===== config.mk =====
export PLATFORM = sky130hd
export DESIGN_NAME = discrete_log_search_flat
export DESIGN_NICKNAME = d
export VERILOG_FILES = /design/src/dls_pkg.sv /design/src/dls_if.sv /design/src/dls_dp.sv /design/src/dls_ctrl.sv /design/src/discrete_log_search.sv /design/src/flat_wrapper.sv
export SDC_FILE = /design/constraint.sdc
export NUM_CORES = 1
export LEC_CHECK = 0
export BUFFER_PORTS_ARGS = -buffer_cell sky130_fd_sc_hd__buf_2
export CAP_MARGIN = 30
export CELL_PAD_IN_SITES_DETAIL_PLACEMENT = 1
export CELL_PAD_IN_SITES_GLOBAL_PLACEMENT = 2
export CORE_MARGIN = 2
export CORE_UTILIZATION = 30
export CTS_BUF_LIST = sky130_fd_sc_hd__clkbuf_8
export CTS_CLUSTER_DIAMETER = 120
export CTS_CLUSTER_SIZE = 25
export DETAILED_ROUTE_END_ITERATION = 6
export GPL_ROUTABILITY_DRIVEN = 1
export GPL_TIMING_DRIVEN = 0
export PLACE_DENSITY_LB_ADDON = 0.1
export SLEW_MARGIN = 10
export SYNTH_ARGS = -nofsm -noshare
export SYNTH_HDL_FRONTEND = slang
export SYNTH_HIERARCHICAL = 1
export SYNTH_SLANG_ARGS = --single-unit

===== constraint.sdc =====
create_clock -name clk -period 14.6 [get_ports clk]
set_input_delay 2.19 -clock clk [delete_from_list [all_inputs] [get_ports clk]]
set_output_delay 2.19 -clock clk [all_outputs]
set_load 0.005 [all_outputs]

===== src/dls_pkg.sv =====
// shared types for the discrete log search block
// result status codes and the controller to datapath command and status groups
package dls_pkg;

	typedef enum logic [1:0] {
		ST_FOUND      = 2'd0,
		ST_NOT_GEN    = 2'd1,
		ST_BAD_TARGET = 2'd2
	} status_t;

	typedef struct packed {
		logic    load;
		logic    init_p;
		logic    mul_start;
		logic    res_load;
		logic    res_found;
		status_t res_status;
	} cmd_t;

	typedef struct packed {
		logic bad_base;
		logic bad_target;
		logic p_one;
		logic p_eq_b;
		logic k_lt_last;
		logic k_le_last;
		logic mul_done;
	} sts_t;

endpackage


===== src/dls_if.sv =====
// valid/ready channel interfaces for the discrete log search block
// request word carries modulus, base and target; response word status and exponent
interface dls_in_if #(parameter int WIDTH = 16);
	logic             valid;
	logic             ready;
	logic [WIDTH-1:0] modulus;
	logic [WIDTH-1:0] base;
	logic [WIDTH-1:0] target;

	modport source (output valid, output modulus, output base, output target, input ready);
	modport sink (input valid, input modulus, input base, input target, output ready);
endinterface

interface dls_out_if #(parameter int WIDTH = 16);
	logic             valid;
	logic             ready;
	logic [1:0]       status;
	logic [WIDTH-1:0] exponent;

	modport source (output valid, output status, output exponent, input ready);
	modport sink (input valid, input status, input exponent, output ready);
endinterface


===== src/dls_dp.sv =====
// datapath of the discrete log search: operand registers, power register,
// exponent counter, bit-serial modular multiplier and result register; uses dls_pkg
module dls_dp import dls_pkg::*; #(
	parameter int WIDTH = 16
) (
	input  logic             clk,
	input  logic             arst_n,
	input  logic [WIDTH-1:0] modulus,
	input  logic [WIDTH-1:0] base,
	input  logic [WIDTH-1:0] target,
	input  cmd_t             cmd,
	output sts_t             sts,
	output logic [1:0]       status,
	output logic [WIDTH-1:0] exponent
);

	localparam int CW = $clog2(WIDTH + 1);

	logic [WIDTH-1:0] n_q, g_q, b_q, p_q, k_q;
	logic [WIDTH-1:0] acc_q, gsh_q;
	logic [CW-1:0]    cnt_q;
	logic             busy_q;
	logic [1:0]       status_q;
	logic [WIDTH-1:0] exponent_q;

	logic [WIDTH-1:0] nm1;
	logic [WIDTH:0]   nx, dbl, red1, sum, red2, step;

	always_comb begin
		nm1  = n_q - WIDTH'(1);
		nx   = {1'b0, n_q};
		dbl  = {acc_q, 1'b0};
		red1 = (dbl >= nx) ? dbl - nx : dbl;
		sum  = red1 + {1'b0, p_q};
		red2 = (sum >= nx) ? sum - nx : sum;
		step = gsh_q[WIDTH-1] ? red2 : red1;
	end

	always_comb begin
		sts.bad_base   = (n_q < WIDTH'(2)) || (g_q >= n_q);
		sts.bad_target = (b_q >= n_q) || (b_q == '0);
		sts.p_one      = (p_q == WIDTH'(1));
		sts.p_eq_b     = (p_q == b_q);
		sts.k_lt_last  = (k_q < nm1);
		sts.k_le_last  = (k_q <= nm1);
		sts.mul_done   = busy_q && (cnt_q == CW'(1));
	end

	always_ff @(posedge clk or negedge arst_n) begin
		if (!arst_n) begin
			busy_q <= 1'b0;
			cnt_q  <= '0;
		end else if (cmd.mul_start) begin
			busy_q <= 1'b1;
			cnt_q  <= CW'(WIDTH);
		end else if (busy_q) begin
			cnt_q <= cnt_q - CW'(1);
			if (cnt_q == CW'(1)) begin
				busy_q <= 1'b0;
			end
		end
	end

	always_ff @(posedge clk) begin
		if (cmd.load) begin
			n_q <= modulus;
			g_q <= base;
			b_q <= target;
		end
		if (cmd.init_p) begin
			p_q <= g_q;
			k_q <= WIDTH'(1);
		end
		if (cmd.mul_start) begin
			acc_q <= '0;
			gsh_q <= g_q;
		end else if (busy_q) begin
			acc_q <= step[WIDTH-1:0];
			gsh_q <= {gsh_q[WIDTH-2:0], 1'b0};
			if (cnt_q == CW'(1)) begin
				p_q <= step[WIDTH-1:0];
				k_q <= k_q + WIDTH'(1);
			end
		end
		if (cmd.res_load) begin
			status_q   <= cmd.res_status;
			exponent_q <= cmd.res_found ? k_q : '0;
		end
	end

	assign status   = status_q;
	assign exponent = exponent_q;

endmodule


===== src/dls_ctrl.sv =====
// controller of the discrete log search: sequences the order check, the target
// check and the exhaustive search, and owns the response valid; uses dls_pkg
module dls_ctrl import dls_pkg::*; (
	input  logic clk,
	input  logic arst_n,
	input  logic in_valid,
	input  logic out_ready,
	input  sts_t sts,
	output logic in_ready,
	output logic out_valid,
	output cmd_t cmd
);

	typedef enum logic [2:0] {
		S_IDLE,
		S_CHECK,
		S_ORDER_TEST,
		S_ORDER_MUL,
		S_TARGET,
		S_SEARCH_TEST,
		S_SEARCH_MUL,
		S_FINISH
	} state_t;

	state_t  state_q;
	status_t status_q;
	logic    out_valid_q;
	logic    out_free;

	assign out_free  = !out_valid_q || out_ready;
	assign in_ready  = (state_q == S_IDLE);
	assign out_valid = out_valid_q;

	always_comb begin
		cmd            = '0;
		cmd.res_status = status_q;
		cmd.res_found  = (status_q == ST_FOUND);
		unique case (state_q)
			S_IDLE:        cmd.load      = in_valid;
			S_CHECK:       cmd.init_p    = !sts.bad_base;
			S_ORDER_TEST:  cmd.mul_start = sts.k_lt_last && !sts.p_one;
			S_ORDER_MUL:   cmd.load      = 1'b0;
			S_TARGET:      cmd.init_p    = !sts.bad_target;
			S_SEARCH_TEST: cmd.mul_start = sts.k_le_last && !sts.p_eq_b;
			S_SEARCH_MUL:  cmd.load      = 1'b0;
			S_FINISH:      cmd.res_load  = out_free;
			default:       cmd.load      = 1'b0;
		endcase
	end

	always_ff @(posedge clk or negedge arst_n) begin
		if (!arst_n) begin
			state_q     <= S_IDLE;
			status_q    <= ST_NOT_GEN;
			out_valid_q <= 1'b0;
		end else begin
			if ((state_q == S_FINISH) && out_free) begin
				out_valid_q <= 1'b1;
			end else if (out_ready) begin
				out_valid_q <= 1'b0;
			end
			unique case (state_q)
				S_IDLE: begin
					if (in_valid) begin
						state_q <= S_CHECK;
					end
				end
				S_CHECK: begin
					if (sts.bad_base) begin
						status_q <= ST_NOT_GEN;
						state_q  <= S_FINISH;
					end else begin
						state_q <= S_ORDER_TEST;
					end
				end
				S_ORDER_TEST: begin
					if (sts.k_lt_last) begin
						if (sts.p_one) begin
							status_q <= ST_NOT_GEN;
							state_q  <= S_FINISH;
						end else begin
							state_q <= S_ORDER_MUL;
						end
					end else if (sts.p_one) begin
						state_q <= S_TARGET;
					end else begin
						status_q <= ST_NOT_GEN;
						state_q  <= S_FINISH;
					end
				end
				S_ORDER_MUL: begin
					if (sts.mul_done) begin
						state_q <= S_ORDER_TEST;
					end
				end
				S_TARGET: begin
					if (sts.bad_target) begin
						status_q <= ST_BAD_TARGET;
						state_q  <= S_FINISH;
					end else begin
						state_q <= S_SEARCH_TEST;
					end
				end
				S_SEARCH_TEST: begin
					if (!sts.k_le_last) begin
						status_q <= ST_NOT_GEN;
						state_q  <= S_FINISH;
					end else if (sts.p_eq_b) begin
						status_q <= ST_FOUND;
						state_q  <= S_FINISH;
					end else begin
						state_q <= S_SEARCH_MUL;
					end
				end
				S_SEARCH_MUL: begin
					if (sts.mul_done) begin
						state_q <= S_SEARCH_TEST;
					end
				end
				S_FINISH: begin
					if (out_free) begin
						state_q <= S_IDLE;
					end
				end
				default: begin
					state_q <= S_IDLE;
				end
			endcase
		end
	end

endmodule


===== src/discrete_log_search.sv =====
// Discrete logarithm by exhaustive search.
// req (sink): a word of modulus n, base g and target b, taken when valid and ready.
// rsp (source): a word of status (0 found, 1 base not a generator, 2 target out of
// range or zero) and exponent, the smallest x >= 1 with g^x mod n = b, else 0.
// One request is in work at a time; ready is high only while the block is idle.
// The base is first proven a generator by stepping g^k up to k = n-1, then the
// target is sought by stepping g^x again. Each step is one bit-serial modular
// multiply followed by a test state; a generator takes n-2 order multiplies and
// a found target x-1 search multiplies. When the base fails its range check the
// block goes straight from the check state to the finish state.
// After the finish state the block returns to idle, where the next request is taken.
// The result sits in an output register; a stalled receiver holds it there, and a
// following request that finishes meanwhile waits in the finish state until the
// held word is taken. Asynchronous reset returns the block to idle with no
// response pending.
module discrete_log_search import dls_pkg::*; #(
	parameter int WIDTH = 16
) (
	input logic      clk,
	input logic      arst_n,
	dls_in_if.sink   req,
	dls_out_if.source rsp
);

	cmd_t cmd;
	sts_t sts;

	dls_ctrl u_ctrl (
		.clk       (clk),
		.arst_n    (arst_n),
		.in_valid  (req.valid),
		.out_ready (rsp.ready),
		.sts       (sts),
		.in_ready  (req.ready),
		.out_valid (rsp.valid),
		.cmd       (cmd)
	);

	dls_dp #(.WIDTH(WIDTH)) u_dp (
		.clk      (clk),
		.arst_n   (arst_n),
		.modulus  (req.modulus),
		.base     (req.base),
		.target   (req.target),
		.cmd      (cmd),
		.sts      (sts),
		.status   (rsp.status),
		.exponent (rsp.exponent)
	);

endmodule


===== src/flat_wrapper.sv =====
// flat-port wrapper written by rule: the top's interface ports become plain ports
module discrete_log_search_flat import dls_pkg::*;
#(
	parameter int WIDTH = 16
)
  (clk, arst_n, req_valid, req_modulus, req_base, req_target, req_ready, rsp_valid, rsp_status, rsp_exponent, rsp_ready);
  dls_in_if #(.WIDTH(WIDTH)) req_i ();
  dls_out_if #(.WIDTH(WIDTH)) rsp_i ();
  input logic clk;
  input logic arst_n;
  input wire logic [$bits(req_i.valid)-1:0] req_valid;
  input wire logic [$bits(req_i.modulus)-1:0] req_modulus;
  input wire logic [$bits(req_i.base)-1:0] req_base;
  input wire logic [$bits(req_i.target)-1:0] req_target;
  output wire logic [$bits(req_i.ready)-1:0] req_ready;
  output wire logic [$bits(rsp_i.valid)-1:0] rsp_valid;
  output wire logic [$bits(rsp_i.status)-1:0] rsp_status;
  output wire logic [$bits(rsp_i.exponent)-1:0] rsp_exponent;
  input wire logic [$bits(rsp_i.ready)-1:0] rsp_ready;
  assign req_i.valid = req_valid;
  assign req_i.modulus = req_modulus;
  assign req_i.base = req_base;
  assign req_i.target = req_target;
  assign req_ready = req_i.ready;
  assign rsp_valid = rsp_i.valid;
  assign rsp_status = rsp_i.status;
  assign rsp_exponent = rsp_i.exponent;
  assign rsp_i.ready = rsp_ready;
  discrete_log_search #(.WIDTH(WIDTH)) u_core (.clk(clk), .arst_n(arst_n), .req(req_i), .rsp(rsp_i));
endmodule

# Word level (Yosys, flattened, before mapping)
# Cells that the tools add are included.
[word_totals]
reg_bits = 142
latch_bits = 0
ramBits = 0
rom_bits = 0
inputBits = 52
out_inout_bits = 20
wordCells = 110
mem_count = 0
[classes]
n_addsub = 6
multipliers = 0
div = 0
n_lt_le_gt_ge = 7
n_eq_ne = 19
shift = 0
n_mux = 44
bitwise = 0
n_reduce_logical = 20
[ops]
columns = ["op", "count"]
rows = [
  ["two-way mux 16 bit", 12],
  [">= comparator 17 x 16 -> 1 bit", 2],
  [">= comparator 16 bit", 2],
  ["one-hot mux 3 bit (8 select lines)", 1],
  ["two-way mux 3 bit", 7],
  ["two-way mux 2 bit", 9],
  ["adder 17 x 16 -> 17 bit", 1],
  ["two-way mux 17 bit", 1],
  ["subtractor 17 x 16 -> 17 bit", 1],
  ["adder 16 x 1 -> 16 bit, second input constant", 1],
  ["== test 16 x 1 -> 1 bit, second input constant", 1],
  ["== test 16 bit", 1],
  ["less-or-equal comparator 16 bit", 1],
  ["logical NOT 16 bit", 1],
  ["less-than comparator 16 bit", 1],
  ["less-than comparator 16 x 2 -> 1 bit, second input constant", 1],
  ["subtractor 16 x 1 -> 16 bit, second input constant", 1],
  ["subtractor 16 bit", 1],
  ["== test 3 bit, second input constant", 4],
  ["two-way mux 5 bit", 2],
  ["two-way mux 1 bit", 9],
  ["!= test 3 bit, second input constant", 3],
  ["!= test 2 bit, second input constant", 4],
  ["one-hot mux 2 bit (4 select lines)", 1],
  ["other kinds (15)", 28],
]

# Depth between registers and ports, before layout
[depth]
ltp_word = 9
ltp_mapped = 30

# By module
# The synthesis kept the hierarchy.
[modules_own_cells]
columns = ["module", "n_inst", "cells_per_inst", "area_each_um2", "seq_area_each_um2"]
rows = [
  ["dls_dp", 1, 979, 9516.6, 3573.4],
  ["dls_ctrl", 1, 58, 491.7, 151.4],
]

# Worst setup path before layout
# OpenSTA, ideal clock, no wires.
[synth_timing]
kind = "register to register"
start = "register u_core.u_dp.n_q[3]"
end = "register u_core.u_dp.acc_q[1]"
arrival_ns = 6.123
required_ns = 14.467
slack_ns = 8.344
stages_incl_launch_ff = 28
period_less_slack_ns = 6.256
cell_sequence = "edfxtp_1 -> inv_1 -> ha_1 -> and2_1 -> o211ai_1 -> a211oi_2 -> nor3_2 -> nor2_1 -> buf_2 -> mux2_2 -> ha_1 -> a21o_1 -> a221oi_1 -> o21ai_0 -> a311o_1 -> a21oi_1 -> xnor2_1 -> ha_1 -> nand3_1 -> nor3_1 -> and3_1 -> nor4_1 -> o2bb2ai_2 -> or2_1 -> buf_2 -> buf_2 -> a211oi_2 -> o32ai_1"
[synth_between]
elab_chain_cells = 6
elab_cells_between_ends = 14
[synth_lines]
columns = ["element", "line", "rtl"]
rows = [
  ["start, declared", "dls_dp.sv:19", "logic [WIDTH-1:0] n_q, g_q, b_q, p_q, k_q;"],
  ["start signal, assigned", "dls_dp.sv:66", "n_q <= modulus;"],
  ["subtractor 17 x 16 -> 17 bit / >= comparator 17 x 16 -> 1 bit (equally long branches)", "dls_dp.sv:33", "red1 = (dbl >= nx) ? dbl - nx : dbl;"],
  ["two-way mux 17 bit", "dls_dp.sv:33", ""],
  ["adder 17 x 16 -> 17 bit", "dls_dp.sv:34", "sum = red1 + {1'b0, p_q};"],
  [">= comparator 17 x 16 -> 1 bit / subtractor 16 bit (equally long branches)", "dls_dp.sv:35", "red2 = (sum >= nx) ? sum - nx : sum;"],
  ["two-way mux 16 bit", "dls_dp.sv:35", ""],
  ["two-way mux 16 bit", "dls_dp.sv:36", "step = gsh_q[WIDTH-1] ? red2 : red1;"],
  ["end signal, assigned", "dls_dp.sv:78", "acc_q <= step[WIDTH-1:0];"],
  ["end, declared", "dls_dp.sv:20", "logic [WIDTH-1:0] acc_q, gsh_q;"],
]
# Parallel ways exist; a longest one is shown, timed or not.
# A chain may end at the register's enable or synchronous reset.

# Worst setup path in the final report
[layout_timing]
start = "register u_core.u_dp.n_q[3]"
end = "register u_core.u_dp.p_q[14]"
[layout_between]
elab_chain_cells = 9
elab_cells_between_ends = 26
[layout_lines]
columns = ["element", "line", "rtl"]
rows = [
  ["subtractor 17 x 16 -> 17 bit / >= comparator 17 x 16 -> 1 bit (equally long branches)", "dls_dp.sv:33", ""],
  ["two-way mux 17 bit", "dls_dp.sv:33", ""],
  ["adder 17 x 16 -> 17 bit", "dls_dp.sv:34", ""],
  ["subtractor 16 bit / >= comparator 17 x 16 -> 1 bit (equally long branches)", "dls_dp.sv:35", ""],
  ["two-way mux 16 bit", "dls_dp.sv:35", ""],
  ["two-way mux 16 bit", "dls_dp.sv:36", ""],
  ["two-way mux 16 bit", "dls_dp.sv:80", "if (cnt_q == CW'(1)) begin"],
  ["two-way mux 16 bit", "dls_dp.sv:77", "end else if (busy_q) begin"],
  ["two-way mux 16 bit *", "dls_dp.sv:74", "if (cmd.mul_start) begin"],
  ["end signal, assigned", "dls_dp.sv:71", "p_q <= g_q;"],
  ["end signal, assigned", "dls_dp.sv:81", "p_q <= step[WIDTH-1:0];"],
  ["end, declared", "dls_dp.sv:19", ""],
]
# Mark *: on every way between the ends. The rest lies on a longest branch, timed or not.

==> results.json <==
{
  "status": "finished, final reports clean",
  "clockBufferDepth": 2,
  "synth_seq_cells": 142,
  "muxShareOfSynthArea": 0.0489,
  "critPathKind": "flop to flop",
  "critPathMaxStageDelay_ns": 0.75,
  "hold_path_class": "flop to flop",
  "yosysTopAreaCell": "edfxtp_1",
  "place_inst": 1554,
  "dp.final_hpwl_mm": 29.1,
  "clock_sinks": 142,
  "power_density_nw_per_um2": 66.9,
  "io_buffers": 71,
  "synthTopCellsByCount": "101 x ha_1, 82 x edfxtp_1, 82 x nor2_1",
  "cts_tree": "built",
  "syn_inst": 1037,
  "cp_top_family": "compound AO/OA/AOI/OAI gates",
  "track_usage": 0.209,
  "start_util": 0.306,
  "drcViolationCount": 0,
  "grt_pass1_vias": 8688,
  "critPathCaptureType": "flop",
  "max-cap-violations": 0,
  "synth_most_common_cell": "ha_1",
  "worstMarginPinSlew_ns": 1.03,
  "fin_nets": 1287,
  "cts_root_buf": "clkbuf_8",
  "setup_tns_ns": 0,
  "grt_overflow": 0,
  "wl_per_cell_um": 22.7,
  "clkSlewWorstSetupHoldPaths_ns": 0.09,
  "cts_hold_buf": 0,
  "pre_cts_ws_ns": 6.46,
  "finClkSkew_ns": 0.0227,
  "synth_fp_nets": 1193,
  "timing.final.crit_share": 0.559,
  "detail_route.vias_per_cell": 5.21,
  "p_leak_nw": 4.57,
  "drive_above_1_share": 0.149,
  "num_io_pins": 72,
  "antennaDiodeCount": 0,
  "cts_setup_buffers": 0,
  "power_mw": 0.760,
  "synth_compound_area_frac": 0.187,
  "routabilityCongestion": 0.836,
  "drtAntennaViolNets": 0,
  "synth-xor-area-share": 0.0639,
  "grt_max_degree": 33,
  "ys_seq_area_frac": 0.372,
  "coreArea_um2": 32700,
  "rsz0062_at_grt": "false",
  "fin_crit_ns": 8.16,
  "synth_flop_cell": "edfxtp_1",
  "cp_data_required_time_ns": 14.98,
  "dieHeight_um": 187,
  "cp_slowest_cell": "nor2_1",
  "synth_top_area_share": 0.246,
  "syn_area_um2": 10000,
  "dieArea_um2": 34800,
  "max_freq_ghz": 0.123,
  "slew_viol_final": 0,
  "vias": 8267,
  "crit_path_frequent_cell": "nor2_1",
  "hold_viol_final": 0,
  "drt_iter0_drc": 297,
  "synth.area.top_cells": "edfxtp_1 25%, ha_1 13%, dfxtp_1 9.6%",
  "setup_slack_ns": 6.44,
  "h-tree-depth": 4,
  "grt_pass1_wl_mm": 54.5,
  "ys_warn_count": 6,
  "slew_headroom": 0.316,
  "synth_edf_count": 82,
  "syn2layout_area_growth_pct": 13.6,
  "first_pass_iters": 4,
  "setup_viol": 0,
  "finalWirelength_mm": 35.9,
  "whs_ns": 0.478,
  "ys_async_sr_fraction": 0.0845,
  "cts_buffers": 17,
  "rows": 66,
  "synth_area_per_cell_um2": 9.65,
  "crit_arrival_ns": 8.54,
  "crit_path_start_kind": "flop",
  "cts_resized": 0,
  "critPathBufInv": 2,
  "clock_latency_ns": 0.49,
  "vdd_ir_drop_max_v": 0.0000601,
  "synth_adder_area_share": 0.132,
  "antenna_found_initial": 0,
  "critPathMaxFanout": 10,
  "stdcell_count": 1586,
  "synth-simple-area-share": 0.162,
  "die_w_um": 187,
  "synth_cell_type_count": 77,
  "synth_top_family_by_area": "compound AO/OA/AOI/OAI gates"
}
where the power goes:
group	total, mW	switching, mW	internal, mW
combinational	0.00761	0.00286	0.00475
clock	0.332	0.178	0.154
sequential	0.421	0.00000000000000000544	0.421
total	0.760	0.181	0.580
worst register-to-register path, stage by stage (launching register included):
cell and delay [ns]:
edfxtp_1 0.45, inv_1 0.32, ha_1 0.36, and2_1 0.20, a221oi_1 0.58, a211oi_2 0.24, nor3_2 0.40, nor2_1 0.28
buf_2 0.28, mux2_2 0.35, ha_1 0.28, a21o_1 0.20, a221oi_1 0.53, o21ai_0 0.36, a21oi_1 0.35, o21bai_1 0.13
xor2_1 0.27, ha_1 0.35, nand2_1 0.16, nor2_1 0.08, o2111ai_1 0.09, nand3_1 0.14, nor4_1 0.25, o2bb2ai_2 0.14
nor2_1 0.75, nor2_1 0.18, o31a_1 0.33
cell usage in the layout (no fill, tap or decap), types with 11 or more instances in the layout:
cell / netlist / final
nand2b_1: 13 / 13
dfxtp_1: 48 / 48
nor2b_1: 20 / 20
clkbuf_8: 0 / 17
edfxtp_1: 82 / 82
a21o_1: 37 / 37
mux2_2: 26 / 26
a21oi_1: 65 / 65
o21ai_0: 56 / 56
mux2i_1: 17 / 17
nor4_1: 11 / 11
inv_1: 49 / 49
and2_1: 26 / 25
a211oi_1: 15 / 15
xor2_1: 11 / 11
ha_1: 101 / 101
o21a_1: 14 / 14
dfrtp_1: 11 / 11
nand4_1: 14 / 14
clkbuf_1: 22 / 22
nor2_1: 82 / 81
buf_2: 8 / 80
xnor2_1: 62 / 62
nand2_1: 53 / 53
nand3_1: 25 / 25
nor3_1: 25 / 25
worst paths after layout:
kind	from	slack, ns	cells after the start	to
worst min-delay path	u_core/u_ctrl/status_q[1]$_DFFE_PN0P_	0.48	0	u_core/u_dp/status[1]$_DFFE_PP_
worst max-delay path	u_core/u_dp/n_q[3]$_DFFE_PP_	6.44	26	u_core/u_dp/p_q[14]$_DFF_P_
worst max register to register	u_core/u_dp/n_q[3]$_DFFE_PP_	6.44	26	u_core/u_dp/p_q[14]$_DFF_P_
min in group asynchronous	arst_n	1.59	1	u_core/u_dp/cnt_q[2]$_DFFE_PN0P_
max in group asynchronous	arst_n	12.73	1	u_core/u_ctrl/status_q[0]$_DFFE_PN1P_
worst min register to register	u_core/u_ctrl/status_q[1]$_DFFE_PN0P_	0.48	0	u_core/u_dp/status[1]$_DFFE_PP_
flip-flops by register name (all words and copies together) (netlist names), 2 cells and up:
register,cells
u_core/u_dp/n_q,16
u_core/u_dp/k_q,16
u_core/u_dp/p_q,16
u_core/u_ctrl/state_q,3
u_core/u_dp/status,2
u_core/u_dp/acc_q,16
u_core/u_dp/gsh_q,16
u_core/u_ctrl/status_q,2
u_core/u_dp/b_q,16
u_core/u_dp/cnt_q,5
u_core/u_dp/g_q,16
u_core/u_dp/exponent,16
cell type report:
| type | count | area [um2] |
|---|---|---|
| multi-input combinational | 810 | 5950 |
| timing repair buffer | 75 | 407 |
| fill | 3847 | 21300 |
| inverter | 49 | 184 |
| buffer | 36 | 156 |
| sequential | 142 | 3720 |
| clock inverter | 15 | 163 |
| tap | 442 | 553 |
| clock buffer | 17 | 234 |
metrics by stage:
| stage | instance area (um2) | utilization |
|---|---|---|
| 4_1_cts | 11400 | 0.348 |
| 3_3_place_gp | 10900 | 0.334 |
| 5_1_grt | 11400 | 0.348 |
| 2_1_floorplan | 10000 | - |
| 6_report | 11400 | 0.348 |
| 3_5_place_dp | 11000 | 0.336 |
kinds of logic after synthesis:
family | Yosys count
xor gates and xnor gates | 73
muxes | 45
and+or+nand+nor | 311
buffers and inverters | 85
adders and majority gates | 104
AOI/OAI and AO/OA | 277
DFF | 142
routing by layer:
metal  GRT usage  vias to the layer above  wire length (um)
met1       0.264                     4093             16500
met4      0.0507                        0               472
met2       0.377                      102             18300
met3      0.0254                       24               673
met5           0                        -                 0
li1            -                     4048                 -
Power figures use the tool's default switching activity.
